==> config.mk <==
export PLATFORM = sky130hd
export DESIGN_NAME = component_stream_segmenter_flat
export DESIGN_NICKNAME = d
export VERILOG_FILES = /design/src/rtl/css_pkg.sv /design/src/rtl/css_in_if.sv /design/src/rtl/css_out_if.sv /design/src/rtl/component_stream_segmenter.sv /design/src/flat_wrapper.sv
export VERILOG_INCLUDE_DIRS = /design/src /design/src/rtl
export SDC_FILE = /design/constraint.sdc
export NUM_CORES = 2
export LEC_CHECK = 0
export BUFFER_PORTS_ARGS = -buffer_cell sky130_fd_sc_hd__buf_4
export CAP_MARGIN = 30
export CORE_MARGIN = 5
export CORE_UTILIZATION = 40
export CTS_BUF_LIST = sky130_fd_sc_hd__clkbuf_16
export DETAILED_ROUTE_END_ITERATION = 10
export PLACE_DENSITY = 0.6
export REMOVE_ABC_BUFFERS = 1
export SLEW_MARGIN = 20
export SYNTH_ARGS = -nofsm -noshare
export SYNTH_HDL_FRONTEND = slang
export SYNTH_SLANG_ARGS = --single-unit
==> constraint.sdc <==
create_clock -name clk -period 19.6 [get_ports clk]
set_clock_uncertainty 0.2 [all_clocks]
set_input_delay 3.92 -clock clk [delete_from_list [all_inputs] [get_ports clk]]
set_output_delay 3.92 -clock clk [all_outputs]
set_load 0.02 [all_outputs]
==> src/rtl/component_stream_segmenter_macros.svh <==
// ---------------------------------------------------------------------------
// component stream segmenter assertion macros
// shared concurrent assertion forms, clocked on clk, off during reset
// ---------------------------------------------------------------------------
`ifndef COMPONENT_STREAM_SEGMENTER_MACROS_SVH
`define COMPONENT_STREAM_SEGMENTER_MACROS_SVH

// same-cycle implication
`define CSS_ASSERT_IMP(label, ante, cons) \
	label: assert property (@(posedge clk) disable iff (!arst_n) (ante) |-> (cons)) \
		else $error("component_stream_segmenter: assertion failed");

// next-cycle implication
`define CSS_ASSERT_NEXT(label, ante, cons) \
	label: assert property (@(posedge clk) disable iff (!arst_n) (ante) |=> (cons)) \
		else $error("component_stream_segmenter: assertion failed");

`endif

==> src/rtl/css_pkg.sv <==
// ---------------------------------------------------------------------------
// css_pkg
// widths, codes and the result record of the component stream segmenter
// ---------------------------------------------------------------------------
package css_pkg;

	// widths and sizes
	localparam int BEAT       = 8;
	localparam int BEAT_W     = $clog2(BEAT + 1);
	localparam int OFF_W      = 48;
	localparam int CHUNK_W    = 32;
	localparam int MODE_W     = 2;
	localparam int CNT_W      = 4;
	localparam int KIND_W     = 3;
	localparam int QDEPTH     = 4;
	localparam int QCNT_W     = $clog2(QDEPTH + 1);

	localparam logic [CHUNK_W-1:0] CHUNK_RESET = CHUNK_W'(1048576);

	// request modes
	localparam logic [MODE_W-1:0] MODE_WRITE         = 2'd0;
	localparam logic [MODE_W-1:0] MODE_BEGIN_CHUNKED = 2'd1;
	localparam logic [MODE_W-1:0] MODE_BEGIN_WHOLE   = 2'd2;
	localparam logic [MODE_W-1:0] MODE_END           = 2'd3;

	// result kinds
	localparam logic [KIND_W-1:0] KIND_CHUNK        = 3'd0;
	localparam logic [KIND_W-1:0] KIND_CHUNKED_DONE = 3'd1;
	localparam logic [KIND_W-1:0] KIND_WHOLE_DONE   = 3'd2;
	localparam logic [KIND_W-1:0] KIND_BUSY         = 3'd3;
	localparam logic [KIND_W-1:0] KIND_DIVERGED     = 3'd4;
	localparam logic [KIND_W-1:0] KIND_NO_COMPONENT = 3'd5;

	typedef struct packed {
		logic [KIND_W-1:0] kind;
		logic [OFF_W-1:0]  offset;
		logic [OFF_W-1:0]  length;
		logic [OFF_W-1:0]  head_base;
		logic [OFF_W-1:0]  head_left;
		logic [OFF_W-1:0]  io_left;
		logic              last;
	} res_t;

endpackage

==> src/rtl/css_in_if.sv <==
// ---------------------------------------------------------------------------
// css_in_if
// request channel: write beats and component begin/end events
// ---------------------------------------------------------------------------
interface css_in_if import css_pkg::*; ();

	logic              valid;
	logic              ready;
	logic [MODE_W-1:0] mode;
	logic [CNT_W-1:0]  byte_count;
	logic [OFF_W-1:0]  head_bytes;
	logic [OFF_W-1:0]  io_bytes;

	modport source (output valid, output mode, output byte_count, output head_bytes,
		output io_bytes, input ready);
	modport sink (input valid, input mode, input byte_count, input head_bytes,
		input io_bytes, output ready);

endinterface

==> src/rtl/css_out_if.sv <==
// ---------------------------------------------------------------------------
// css_out_if
// result channel: chunk records, completions and errors
// ---------------------------------------------------------------------------
interface css_out_if import css_pkg::*; ();

	logic              valid;
	logic              ready;
	logic [KIND_W-1:0] kind;
	logic [OFF_W-1:0]  offset;
	logic [OFF_W-1:0]  length;
	logic [OFF_W-1:0]  head_base;
	logic [OFF_W-1:0]  head_left;
	logic [OFF_W-1:0]  io_left;
	logic              last;

	modport source (output valid, output kind, output offset, output length,
		output head_base, output head_left, output io_left, output last, input ready);
	modport sink (input valid, input kind, input offset, input length,
		input head_base, input head_left, input io_left, input last, output ready);

endinterface

==> src/rtl/component_stream_segmenter.sv <==
// ---------------------------------------------------------------------------
// component_stream_segmenter
// lays a serialized byte stream out as components and reports chunk records
// ---------------------------------------------------------------------------
// usage:
//   items   : valid/ready request channel; mode selects write beat, begin
//             chunked, begin whole or end. one request per cycle is taken while ready is high.
//   results : valid/ready channel of result records; last marks the final
//             record caused by one request (a write beat may give two).
//   cfg_wen / cfg_wdata : chunk size write, only while the block is idle.
// output: with an empty queue the first record of a request is on the
//   result port in the cycle after the request is taken; a second record of
//   the same request reaches the queue head once the first one is popped.
// throughput: one request per cycle while ready, one result per cycle while the
//   receiver takes it. the request side is ready while the 4-entry result queue
//   holds at most two records, so two-record requests wait on the queue draining.
// reset: cursor, extents and frame state clear, stage is outside, queue is
//   empty and the chunk size returns to 1048576.
// stall: a stalled receiver holds the queue head; requests keep flowing
//   until the queue cannot take two more records.
// ---------------------------------------------------------------------------
`include "component_stream_segmenter_macros.svh"

module component_stream_segmenter import css_pkg::*; (
	input  logic               clk,
	input  logic               arst_n,
	input  logic               cfg_wen,
	input  logic [CHUNK_W-1:0] cfg_wdata,
	css_in_if.sink             items,
	css_out_if.source          results
);

	// stage codes
	localparam logic [2:0] ST_OUTSIDE = 3'd0;
	localparam logic [2:0] ST_HEAD    = 3'd1;
	localparam logic [2:0] ST_IO      = 3'd2;
	localparam logic [2:0] ST_TAIL    = 3'd3;
	localparam logic [2:0] ST_WHOLE   = 3'd4;

	// layout state
	logic [2:0]         stage_q, stage_d;
	logic [OFF_W-1:0]   cursor_q, cursor_d;
	logic [OFF_W-1:0]   hrem_q, hrem_d;
	logic [OFF_W-1:0]   iorem_q, iorem_d;
	logic [CHUNK_W-1:0] frem_q, frem_d;
	logic [OFF_W-1:0]   fstart_q, fstart_d;
	logic [OFF_W-1:0]   ffill_q, ffill_d;
	logic               fopen_q, fopen_d;
	logic [OFF_W-1:0]   tstart_q, tstart_d;
	logic [OFF_W-1:0]   hstart_q, hstart_d;
	logic               active_q, active_d;
	logic [CHUNK_W-1:0] chunk_eff_q;

	// result queue
	res_t               q_q [QDEPTH];
	res_t               q_d [QDEPTH];
	logic [QCNT_W-1:0]  cnt_q, cnt_d, base;
	res_t               res_a, res_b;
	logic [1:0]         push_n, push_cnt;
	logic               acc, pop;

	// beat datapath
	logic [BEAT_W-1:0]  beat_len, th, pos0, r0, t1, pos1, r1, t2, pos2, r2, tail_pos;
	logic [OFF_W-1:0]   hrem_n, io1, io2, fst1, fst2, ffl1, fill1n, end_ts;
	logic [CHUNK_W-1:0] eff_io0, eff_io1, frem1, frem1n, frem2n;
	logic               head_done, io_run, close1, close2, go_tail, to_tail;

	function automatic res_t chunk_rec(input logic [OFF_W-1:0] off,
		input logic [OFF_W-1:0] len, input logic [OFF_W-1:0] hoff);
		res_t r;
		r           = '0;
		r.kind      = KIND_CHUNK;
		r.offset    = off;
		r.length    = len;
		r.head_base = hoff;
		return r;
	endfunction

	assign acc         = items.valid && items.ready;
	assign pop         = results.valid && results.ready;
	assign items.ready = (cnt_q <= QCNT_W'(QDEPTH - 2));

	// clamp beat and consume head bytes
	always_comb begin
		beat_len  = (items.byte_count > CNT_W'(BEAT)) ? BEAT_W'(BEAT)
			: BEAT_W'(items.byte_count);
		th        = (hrem_q < OFF_W'(beat_len)) ? hrem_q[BEAT_W-1:0] : beat_len;
		hrem_n    = hrem_q - OFF_W'(th);
		head_done = (hrem_n == '0);
		io_run    = (stage_q == ST_IO) || (stage_q == ST_HEAD && head_done);
		pos0      = (stage_q == ST_HEAD) ? th : '0;
		r0        = beat_len - pos0;
	end

	// first io frame: the open one or a new one at the cursor
	always_comb begin
		eff_io0 = (iorem_q < OFF_W'(chunk_eff_q)) ? iorem_q[CHUNK_W-1:0] : chunk_eff_q;
		frem1   = fopen_q ? frem_q : eff_io0;
		fst1    = fopen_q ? fstart_q : cursor_q + OFF_W'(pos0);
		ffl1    = fopen_q ? ffill_q : '0;
		t1      = (frem1 < CHUNK_W'(r0)) ? frem1[BEAT_W-1:0] : r0;
		frem1n  = frem1 - CHUNK_W'(t1);
		io1     = iorem_q - OFF_W'(t1);
		fill1n  = ffl1 + OFF_W'(t1);
		close1  = (frem1n == '0);
		pos1    = pos0 + t1;
		r1      = r0 - t1;
	end

	// second io frame, opened after the first one closes inside the beat
	always_comb begin
		eff_io1 = (io1 < OFF_W'(chunk_eff_q)) ? io1[CHUNK_W-1:0] : chunk_eff_q;
		fst2    = cursor_q + OFF_W'(pos1);
		t2      = (eff_io1 < CHUNK_W'(r1)) ? eff_io1[BEAT_W-1:0] : r1;
		frem2n  = eff_io1 - CHUNK_W'(t2);
		io2     = io1 - OFF_W'(t2);
		close2  = (frem2n == '0);
		pos2    = pos1 + t2;
		r2      = r1 - t2;
	end

	// end event: io turns into tail
	assign to_tail = (stage_q == ST_IO) && (iorem_q == '0) && !fopen_q;
	assign end_ts  = to_tail ? cursor_q : tstart_q;

	// next state and results of one request
	always_comb begin
		stage_d  = stage_q;
		cursor_d = cursor_q;
		hrem_d   = hrem_q;
		iorem_d  = iorem_q;
		frem_d   = frem_q;
		fstart_d = fstart_q;
		ffill_d  = ffill_q;
		fopen_d  = fopen_q;
		tstart_d = tstart_q;
		hstart_d = hstart_q;
		active_d = active_q;
		res_a    = '0;
		res_b    = '0;
		push_n   = 2'd0;
		go_tail  = 1'b0;
		tail_pos = '0;
		unique case (items.mode)
			MODE_WRITE: begin
				cursor_d = cursor_q + OFF_W'(beat_len);
				if (stage_q == ST_WHOLE) begin
					ffill_d = ffill_q + OFF_W'(beat_len);
				end
				if (stage_q == ST_HEAD) begin
					hrem_d = hrem_n;
					if (head_done) begin
						stage_d = ST_IO;
					end
				end
				if (io_run && r0 != '0) begin
					if (iorem_q == '0) begin
						go_tail  = 1'b1;
						tail_pos = pos0;
					end else begin
						iorem_d  = io1;
						fopen_d  = !close1;
						fstart_d = fst1;
						ffill_d  = fill1n;
						frem_d   = frem1n;
						if (close1) begin
							res_a  = chunk_rec(fst1, fill1n, hstart_q);
							push_n = 2'd1;
						end
						if (r1 != '0) begin
							if (io1 == '0) begin
								go_tail  = 1'b1;
								tail_pos = pos1;
							end else begin
								iorem_d  = io2;
								fopen_d  = !close2;
								fstart_d = fst2;
								ffill_d  = OFF_W'(t2);
								frem_d   = frem2n;
								if (close2) begin
									res_b  = chunk_rec(fst2, OFF_W'(t2), hstart_q);
									push_n = 2'd2;
								end
								if (r2 != '0) begin
									go_tail  = 1'b1;
									tail_pos = pos2;
								end
							end
						end
					end
				end
				if (go_tail) begin
					stage_d  = ST_TAIL;
					tstart_d = cursor_q + OFF_W'(tail_pos);
				end
			end
			MODE_BEGIN_CHUNKED, MODE_BEGIN_WHOLE: begin
				if (stage_q != ST_OUTSIDE) begin
					res_a.kind = KIND_BUSY;
					push_n     = 2'd1;
				end else if (items.mode == MODE_BEGIN_CHUNKED) begin
					hstart_d = cursor_q;
					hrem_d   = items.head_bytes;
					iorem_d  = items.io_bytes;
					stage_d  = (items.head_bytes != '0) ? ST_HEAD : ST_IO;
					active_d = 1'b1;
				end else begin
					fstart_d = cursor_q;
					ffill_d  = '0;
					fopen_d  = 1'b1;
					stage_d  = ST_WHOLE;
					active_d = 1'b1;
				end
			end
			MODE_END: begin
				push_n = 2'd1;
				if (!active_q || stage_q == ST_OUTSIDE) begin
					res_a.kind = KIND_NO_COMPONENT;
				end else if (stage_q == ST_WHOLE) begin
					res_a.kind      = KIND_WHOLE_DONE;
					res_a.offset    = fstart_q;
					res_a.length    = ffill_q;
					res_a.head_base = fstart_q;
					fopen_d         = 1'b0;
					stage_d         = ST_OUTSIDE;
					active_d        = 1'b0;
				end else if ((!to_tail && stage_q != ST_TAIL) || hrem_q != '0
					|| iorem_q != '0) begin
					res_a.kind      = KIND_DIVERGED;
					res_a.head_base = hstart_q;
					res_a.head_left = hrem_q;
					res_a.io_left   = iorem_q;
				end else begin
					res_a.kind      = KIND_CHUNKED_DONE;
					res_a.offset    = end_ts;
					res_a.length    = cursor_q - end_ts;
					res_a.head_base = hstart_q;
					tstart_d        = end_ts;
					stage_d         = ST_OUTSIDE;
					active_d        = 1'b0;
				end
			end
		endcase
		// mark the final record of the request
		if (push_n == 2'd2) begin
			res_b.last = 1'b1;
		end else if (push_n == 2'd1) begin
			res_a.last = 1'b1;
		end
	end

	// result queue: shift on pop, append up to two records
	always_comb begin
		push_cnt = acc ? push_n : 2'd0;
		base     = cnt_q - QCNT_W'(pop);
		cnt_d    = base + QCNT_W'(push_cnt);
		q_d      = q_q;
		if (pop) begin
			for (int i = 0; i < QDEPTH - 1; i++) begin
				q_d[i] = q_q[i + 1];
			end
		end
		for (int i = 0; i < QDEPTH; i++) begin
			if (push_cnt != 2'd0 && QCNT_W'(i) == base) begin
				q_d[i] = res_a;
			end
			if (push_cnt == 2'd2 && QCNT_W'(i) == base + QCNT_W'(1)) begin
				q_d[i] = res_b;
			end
		end
	end

	always_ff @(posedge clk) begin
		q_q <= q_d;
	end

	// control and layout registers
	always_ff @(posedge clk or negedge arst_n) begin
		if (!arst_n) begin
			stage_q     <= ST_OUTSIDE;
			cursor_q    <= '0;
			hrem_q      <= '0;
			iorem_q     <= '0;
			frem_q      <= '0;
			fstart_q    <= '0;
			ffill_q     <= '0;
			fopen_q     <= 1'b0;
			tstart_q    <= '0;
			hstart_q    <= '0;
			active_q    <= 1'b0;
			chunk_eff_q <= CHUNK_RESET;
			cnt_q       <= '0;
		end else begin
			if (cfg_wen) begin
				chunk_eff_q <= (cfg_wdata < CHUNK_W'(BEAT)) ? CHUNK_W'(BEAT) : cfg_wdata;
			end
			if (acc) begin
				stage_q  <= stage_d;
				cursor_q <= cursor_d;
				hrem_q   <= hrem_d;
				iorem_q  <= iorem_d;
				frem_q   <= frem_d;
				fstart_q <= fstart_d;
				ffill_q  <= ffill_d;
				fopen_q  <= fopen_d;
				tstart_q <= tstart_d;
				hstart_q <= hstart_d;
				active_q <= active_d;
			end
			cnt_q <= cnt_d;
		end
	end

	// output drive from queue head
	assign results.valid     = (cnt_q != '0);
	assign results.kind      = q_q[0].kind;
	assign results.offset    = q_q[0].offset;
	assign results.length    = q_q[0].length;
	assign results.head_base = q_q[0].head_base;
	assign results.head_left = q_q[0].head_left;
	assign results.io_left   = q_q[0].io_left;
	assign results.last      = q_q[0].last;

	// checks
	`CSS_ASSERT_IMP(a_stage_active, 1'b1, (stage_q == ST_OUTSIDE) == !active_q)
	`CSS_ASSERT_IMP(a_open_frame_nonempty, stage_q == ST_IO && fopen_q, frem_q != '0)
	`CSS_ASSERT_IMP(a_head_nonempty, stage_q == ST_HEAD, hrem_q != '0)
	`CSS_ASSERT_NEXT(a_cursor_advance, acc && items.mode == MODE_WRITE, cursor_q == $past(cursor_q) + OFF_W'($past(beat_len)))

endmodule
==> src/flat_wrapper.sv <==
// flat-port wrapper written by rule: the top's interface ports become plain ports
module component_stream_segmenter_flat import css_pkg::*;
  (clk, arst_n, cfg_wen, cfg_wdata, items_valid, items_mode, items_byte_count, items_head_bytes, items_io_bytes, items_ready, results_valid, results_kind, results_offset, results_length, results_head_base, results_head_left, results_io_left, results_last, results_ready);
  css_in_if items_i ();
  css_out_if results_i ();
  input  logic clk;
  input  logic arst_n;
  input  logic cfg_wen;
  input  logic [CHUNK_W-1:0] cfg_wdata;
  input wire logic [$bits(items_i.valid)-1:0] items_valid;
  input wire logic [$bits(items_i.mode)-1:0] items_mode;
  input wire logic [$bits(items_i.byte_count)-1:0] items_byte_count;
  input wire logic [$bits(items_i.head_bytes)-1:0] items_head_bytes;
  input wire logic [$bits(items_i.io_bytes)-1:0] items_io_bytes;
  output wire logic [$bits(items_i.ready)-1:0] items_ready;
  output wire logic [$bits(results_i.valid)-1:0] results_valid;
  output wire logic [$bits(results_i.kind)-1:0] results_kind;
  output wire logic [$bits(results_i.offset)-1:0] results_offset;
  output wire logic [$bits(results_i.length)-1:0] results_length;
  output wire logic [$bits(results_i.head_base)-1:0] results_head_base;
  output wire logic [$bits(results_i.head_left)-1:0] results_head_left;
  output wire logic [$bits(results_i.io_left)-1:0] results_io_left;
  output wire logic [$bits(results_i.last)-1:0] results_last;
  input wire logic [$bits(results_i.ready)-1:0] results_ready;
  assign items_i.valid = items_valid;
  assign items_i.mode = items_mode;
  assign items_i.byte_count = items_byte_count;
  assign items_i.head_bytes = items_head_bytes;
  assign items_i.io_bytes = items_io_bytes;
  assign items_ready = items_i.ready;
  assign results_valid = results_i.valid;
  assign results_kind = results_i.kind;
  assign results_offset = results_i.offset;
  assign results_length = results_i.length;
  assign results_head_base = results_i.head_base;
  assign results_head_left = results_i.head_left;
  assign results_io_left = results_i.io_left;
  assign results_last = results_i.last;
  assign results_i.ready = results_ready;
  component_stream_segmenter u_core (.clk(clk), .arst_n(arst_n), .cfg_wen(cfg_wen), .cfg_wdata(cfg_wdata), .items(items_i), .results(results_i));
endmodule
* After elaboration in Yosys (flattened, before gate mapping)
Cells that the tools add are included.
** Storage, ports and cells
- Register bits after elaboration :: 1384
- Logic and storage cells :: 284
- Input bits :: 139
- Output and inout bits :: 246
** Cells by class
- Add/sub/neg operators :: 20
- Muxes and demuxes :: 122
- Equal/unequal tests :: 30
- $lt $le $gt $ge :: 8
- Bitwise gates (word level) :: 2
- Reductions and logical operators :: 61
** Operators with widths (number)
- $mux 244 :: 15
- $mux 48 :: 29
- $mux 732 :: 1
- $mux 241 :: 2
- $pmux 240 s2 :: 1
- $pmux 48 s2 :: 5
- $add 48x4->48 :: 6
- $mux 96 :: 3
- $mux 240 :: 1
- $mux 32 :: 6
- $mux 147 :: 1
- $logic_not 48->1 :: 3
- $reduce_bool 48->1 :: 3
- $sub 48x4->48 :: 3
- $lt 48x32->1 :: 2
- $logic_not 32->1 :: 2
- $lt 32x4->1 :: 2
- $sub 32x4->32 :: 2
- $lt 48x4->1 :: 1
- $sub 48x48->48 :: 1
- $mux 4 :: 11
- $lt 32x4->1 const B :: 1
- $mux 3 :: 10
- $mux 1 :: 24
- other kinds (38) :: 108

* Logic depth before layout (Yosys ltp)
- Depth in word-level cells :: 26
- Mapped depth :: 72
- Depth with buffers taken out :: 69

* Least setup slack after synthesis
OpenSTA, ideal clock, no wires.
- Kind :: input port to flip-flop
- From :: input items_byte_count[3]
- To :: register u_core.q_q[0] (netlist name), enable pin
- Cell stages on the path :: 67
- Setup slack :: -4.547 ns
- Buffers on the path :: 6
- Data arrival time :: 23.332 ns
- Setup time :: 0.615 ns
- Required time :: 18.785 ns
- Path through :: inv_1 nand2_1 ha_1 a21o_1 a21o_1 a211oi_1 nand2_1 mux2i_1 nor2_1 inv_1 ha_1 a21oi_1 o21bai_1 and3_1 nor4_1 nand3b_1 inv_1 ha_1 (+31 left out) mux2i_1 ha_1 inv_1 ha_1 buf_1 o21ai_1 a211oi_2 nor3b_1 nor2_1 or3_1 a2111oi_0 nand4_1 o21ai_1 buf_2 clkbuf_1 clkbuf_1 nand3_1 nand2_1
** On the way
- Longest elaborated chain between the ends :: 25
- Elaborated cells on any way between the ends :: 39
- Those cells by class :: 6 x add/sub; 5 x order compare; 1 x eq/ne; 14 x mux; 13 x reduce/logical
** Ends and longest elaborated chain
- start, declared :: line flat_wrapper.sv:12 : input wire logic [$bits(items_i.byte_count)-1:0] items_byte_count;
- $gt 4x4->1 :: line component_stream_segmenter.sv:85 : beat_len = (items.byte_count > CNT_W'(BEAT)) ? BEAT_W'(BEAT)
- $mux 4 (*) :: line component_stream_segmenter.sv:85
- $lt 48x4->1 :: line component_stream_segmenter.sv:87 : th = (hrem_q < OFF_W'(beat_len)) ? hrem_q[BEAT_W-1:0] : beat_len;
- $mux 4 :: line component_stream_segmenter.sv:87
- $mux 4 :: line component_stream_segmenter.sv:91 : pos0 = (stage_q == ST_HEAD) ? th : '0;
- $sub 4x4->4 :: line component_stream_segmenter.sv:92 : r0 = beat_len - pos0;
- $lt 32x4->1 :: line component_stream_segmenter.sv:101 : t1 = (frem1 < CHUNK_W'(r0)) ? frem1[BEAT_W-1:0] : r0;
- $mux 4 :: line component_stream_segmenter.sv:101
- (+9 left out)
- $mux 2 :: line component_stream_segmenter.sv:170 : if (r1 != '0) begin
- $mux 2 :: line component_stream_segmenter.sv:157 : if (iorem_q == '0) begin
- $mux 2 (*) :: line component_stream_segmenter.sv:156 : if (io_run && r0 != '0) begin
- $pmux 2 s3 (*) :: line component_stream_segmenter.sv:144 : unique case (items.mode)
- $mux 2 (*) :: line component_stream_segmenter.sv:254 : push_cnt = acc ? push_n : 2'd0;
- $eq 2x2->1 or $reduce_bool 2->1 (tied branches) :: line component_stream_segmenter.sv:267, component_stream_segmenter.sv:264
- $logic_and 1x1->1 (on tied branches) :: line component_stream_segmenter.sv:267, component_stream_segmenter.sv:264
- $reduce_bool 2->1 (no line) (*)
- end signal, assigned :: line component_stream_segmenter.sv:274 : q_q <= q_d;
- end, declared :: line component_stream_segmenter.sv:55 : res_t q_q [QDEPTH];
Mark *: on every way between the ends. The rest lies on a longest branch, timed or not.
A chain may end at the register's enable or synchronous reset.

==> impl_metrics.py <==
metrics = {
    "finish": {
        "mostFrequentLayoutCells": "edfxtp_1, nand2_1, o21ai_0",
        "syn2layout_area_growth_pct": 11.5,
        "largest-register": "u_core.q_q",
        "finalCoreUtilization_pct": 44.8,
        "fin_nets": 9895,
        "drive_gt1_share_pct": 12.0,
        "largest_reg_flops": 732,
        "fin_area_um2": 98200,
        "mostFrequentLayoutCell": "edfxtp_1",
    },
    "setup_path": {
        "slowest_delay_ps": 590,
        "worstPathRequired_ps": 19980,
        "worstSetupPathType": "input port to flop",
        "worst_setup_path_end_kind": "flop",
        "cp_top_family": "compound AO/OA/AOI/OAI gates",
        "slowest_stage": "buf_4",
        "cp.arrival_ps": 19070,
        "crit_path_frequent_cell": "ha_1",
        "start_kind": "input port",
        "crit_fanout": 51,
        "cp_num_buf_inv": 14,
    },
    "power": {
        "power_mw": 11.7,
        "peakVddDrop_mv": 0.108,
        "p_per_area_nw_per_um2": 119,
        "leakagePower_nw": 36.3,
    },
    "synth": {
        "ys_async_sr_fraction_pct": 29.5,
        "yosys.area.top_type": "edfxtp_1",
        "synth-compound-area-share_pct": 18.2,
        "synthAdderAreaFrac_pct": 2.89,
        "synth_seq_area_share_pct": 44.9,
        "synth-seq-cells": 1384,
        "synthSimpleGateAreaFrac_pct": 19.9,
        "synth_top_area_share_pct": 33.3,
        "synthXorXnorAreaFrac_pct": 4.04,
        "yosysWarnings": 0,
        "synth_flop_cell": "edfxtp_1",
        "synth.area.top_cells": "edfxtp_1, dfrtp_1, o21ai_0, a21oi_1, nand3_1",
        "synth_top_family_by_area": "simple AND/OR/NAND/NOR gates",
        "synthesis.area_um2": 88100,
        "synth_edf_count": 976,
        "synth_mux_area_share_pct": 3.53,
        "synth_cell_type_count": 95,
        "syn_area_per_cell_um2": 9.03,
        "syn_inst": 9759,
    },
    "cts": {
        "clk_latency_ps": 870,
        "cts_made_buffers": 162,
        "clock_tree.htree_level_count": 4,
        "clock-root-buffer": "clkbuf_16",
        "cts_sinks": 1384,
        "holdBufCountCts": 0,
        "clk_pin_slew_worst_paths_ps": 60,
        "cts.path.max_buffers": 3,
        "cts_tree": "done",
    },
    "timing": {
        "slew_viol_final": 0,
        "min_period_ps": 18690,
        "setup_viol": 0,
        "hold_viol_final": 0,
        "worstMarginPinSlew_ps": 1070,
        "rsz0062_at_grt": "no",
        "relSlewSlack_pct": 28.6,
        "finalCritPeriodShare_pct": 95.3,
        "max_freq_mhz": 53.5,
    },
    "route": {
        "drt_iter0_markers": 9709,
        "via_count": 78900,
        "drcViolationCount": 0,
        "wirelength_um": 344000,
        "ant_nets": 0,
        "first_pass_iters": 7,
        "drt-wirelength-per-cell_um": 27.3,
        "vias_per_cell": 6.27,
    },
    "global_route": {
        "overflow": 0,
        "grt_pass1_wl_um": 505000,
        "grt_pass1_vias": 75400,
        "antenna_found_initial": 10,
        "grt_max_degree": 197,
        "grt.total_usage_pct": 28.4,
    },
    "floorplanning": {
        "initial_core_util_pct": 40.1,
        "fp.dieArea_um2": 230000,
        "fp.dieH_um": 479,
        "rows": 172,
        "core-area_um2": 220000,
        "io_pins": 385,
        "die_x_um": 479,
    },
    "place": {
        "gp_congestion": 0.971,
        "placed_area_um2": 92700,
        "portBuffers": 384,
        "dpl.hpwl_um": 229000,
    },
    "hold_path": {
        "worstHoldPathType": "flop to flop",
    },
    "flow_run": {
        "maxCapViolCount": 0,
    },
    "status": {
        "status": "complete, no violations",
    },
}
-- cell families (layout without fill, tap and decap cells) --
logic type / Yosys count / in the layout
AO/OA/AOI/OAI: 2593 / 2594
XOR/XNOR: 406 / 406
adder cells (fa/ha/maj): 196 / 196
buffers and inverters: 1273 / 1214
flip-flops: 1384 / 1384
multiplexers: 297 / 297
other: 0 / 5
AND/OR/NAND/NOR: 3610 / 3611
-- tightest hold or removal path, cell delays in order (launching register included) --
cell and delay (ps):
dfrtp_1 350, nand2_1 50, nand2_1 50
-- through the flow --
step,TNS (ps),instances,hold slack [ps],setup slack (ps)
finish,0,12600,276,912
detailed placement,-13280,12200,262,-149
global placement,-1270,12200,254,-89.9
floorplan,-,8693,239,-25240
CTS,0,12500,277,660
global route,0,12600,300,7.14
-- final timing paths --
| kind | from | slack [ps] | cells after the start | end |
|---|---|---|---|---|
| worst max-delay path | items_byte_count[3] | 910 | 68 | u_core.q_q[618] |
| worst min-delay path | u_core.frem_q[1] | 280 | 2 | u_core.frem_q[1] |
| worst max register to register | u_core.hrem_q[28] | 2380 | 66 | u_core.q_q[618] |
| worst min register to register | u_core.frem_q[1] | 280 | 2 | u_core.frem_q[1] |
| max in group asynchronous | arst_n | 12640 | 6 | u_core.iorem_q[8] |
| min in group asynchronous | arst_n | 2940 | 1 | u_core.hstart_q[23] |
-- power breakdown --
group	switching (mW)	internal (mW)	total, mW
Sequential	0.514	3.93	4.45
Combinational	2.83	1.45	4.28
Clock	1.34	1.60	2.95
-- synthesized netlist by cell type, types with 60 or more instances --
cell type / number
inv_1: 200
nor2_1: 693
nand4_1: 76
a21oi_1: 834
nor4_1: 129
o221a_1: 194
nand3_1: 749
or3_1: 60
buf_4: 253
xor2_1: 168
o21ai_0: 926
clkbuf_1: 675
o22ai_1: 70
mux2i_1: 188
dfrtp_1: 407
xnor2_1: 238
edfxtp_1: 976
nor2b_1: 178
and3_1: 63
nand2_1: 943
a21o_1: 63
nor3_1: 274
ha_1: 176
mux2_2: 107
nor3b_1: 62
and2_1: 233
buf_2: 76
-- timing repair --
action / in CTS / in global routing
setup buffers: 0 / 19
endpoints found under the setup margin: 0 / 1598
resized for setup: 0 / 19
-- cell type report --
| cell class | instances | area [um2] |
|---|---|---|
| sequential | 1384 | 39500 |
| clock inverter | 137 | 942 |
| multi-input combinational | 7104 | 43100 |
| timing repair buffer | 707 | 6220 |
| fill | 21000 | 121000 |
| clock buffer | 163 | 4080 |
| antenna | 5 | 12.5 |
| tap | 2871 | 3590 |
| inverter | 207 | 782 |
-- layer usage --
layer | GRT usage [%] | wire length, um
met1 | 38.2 | 141000
met2 | 44.5 | 156000
met3 | 4.74 | 28400
met4 | 13.8 | 18400
met5 | 0.414 | 140
(Power assumes the default switching activity.)
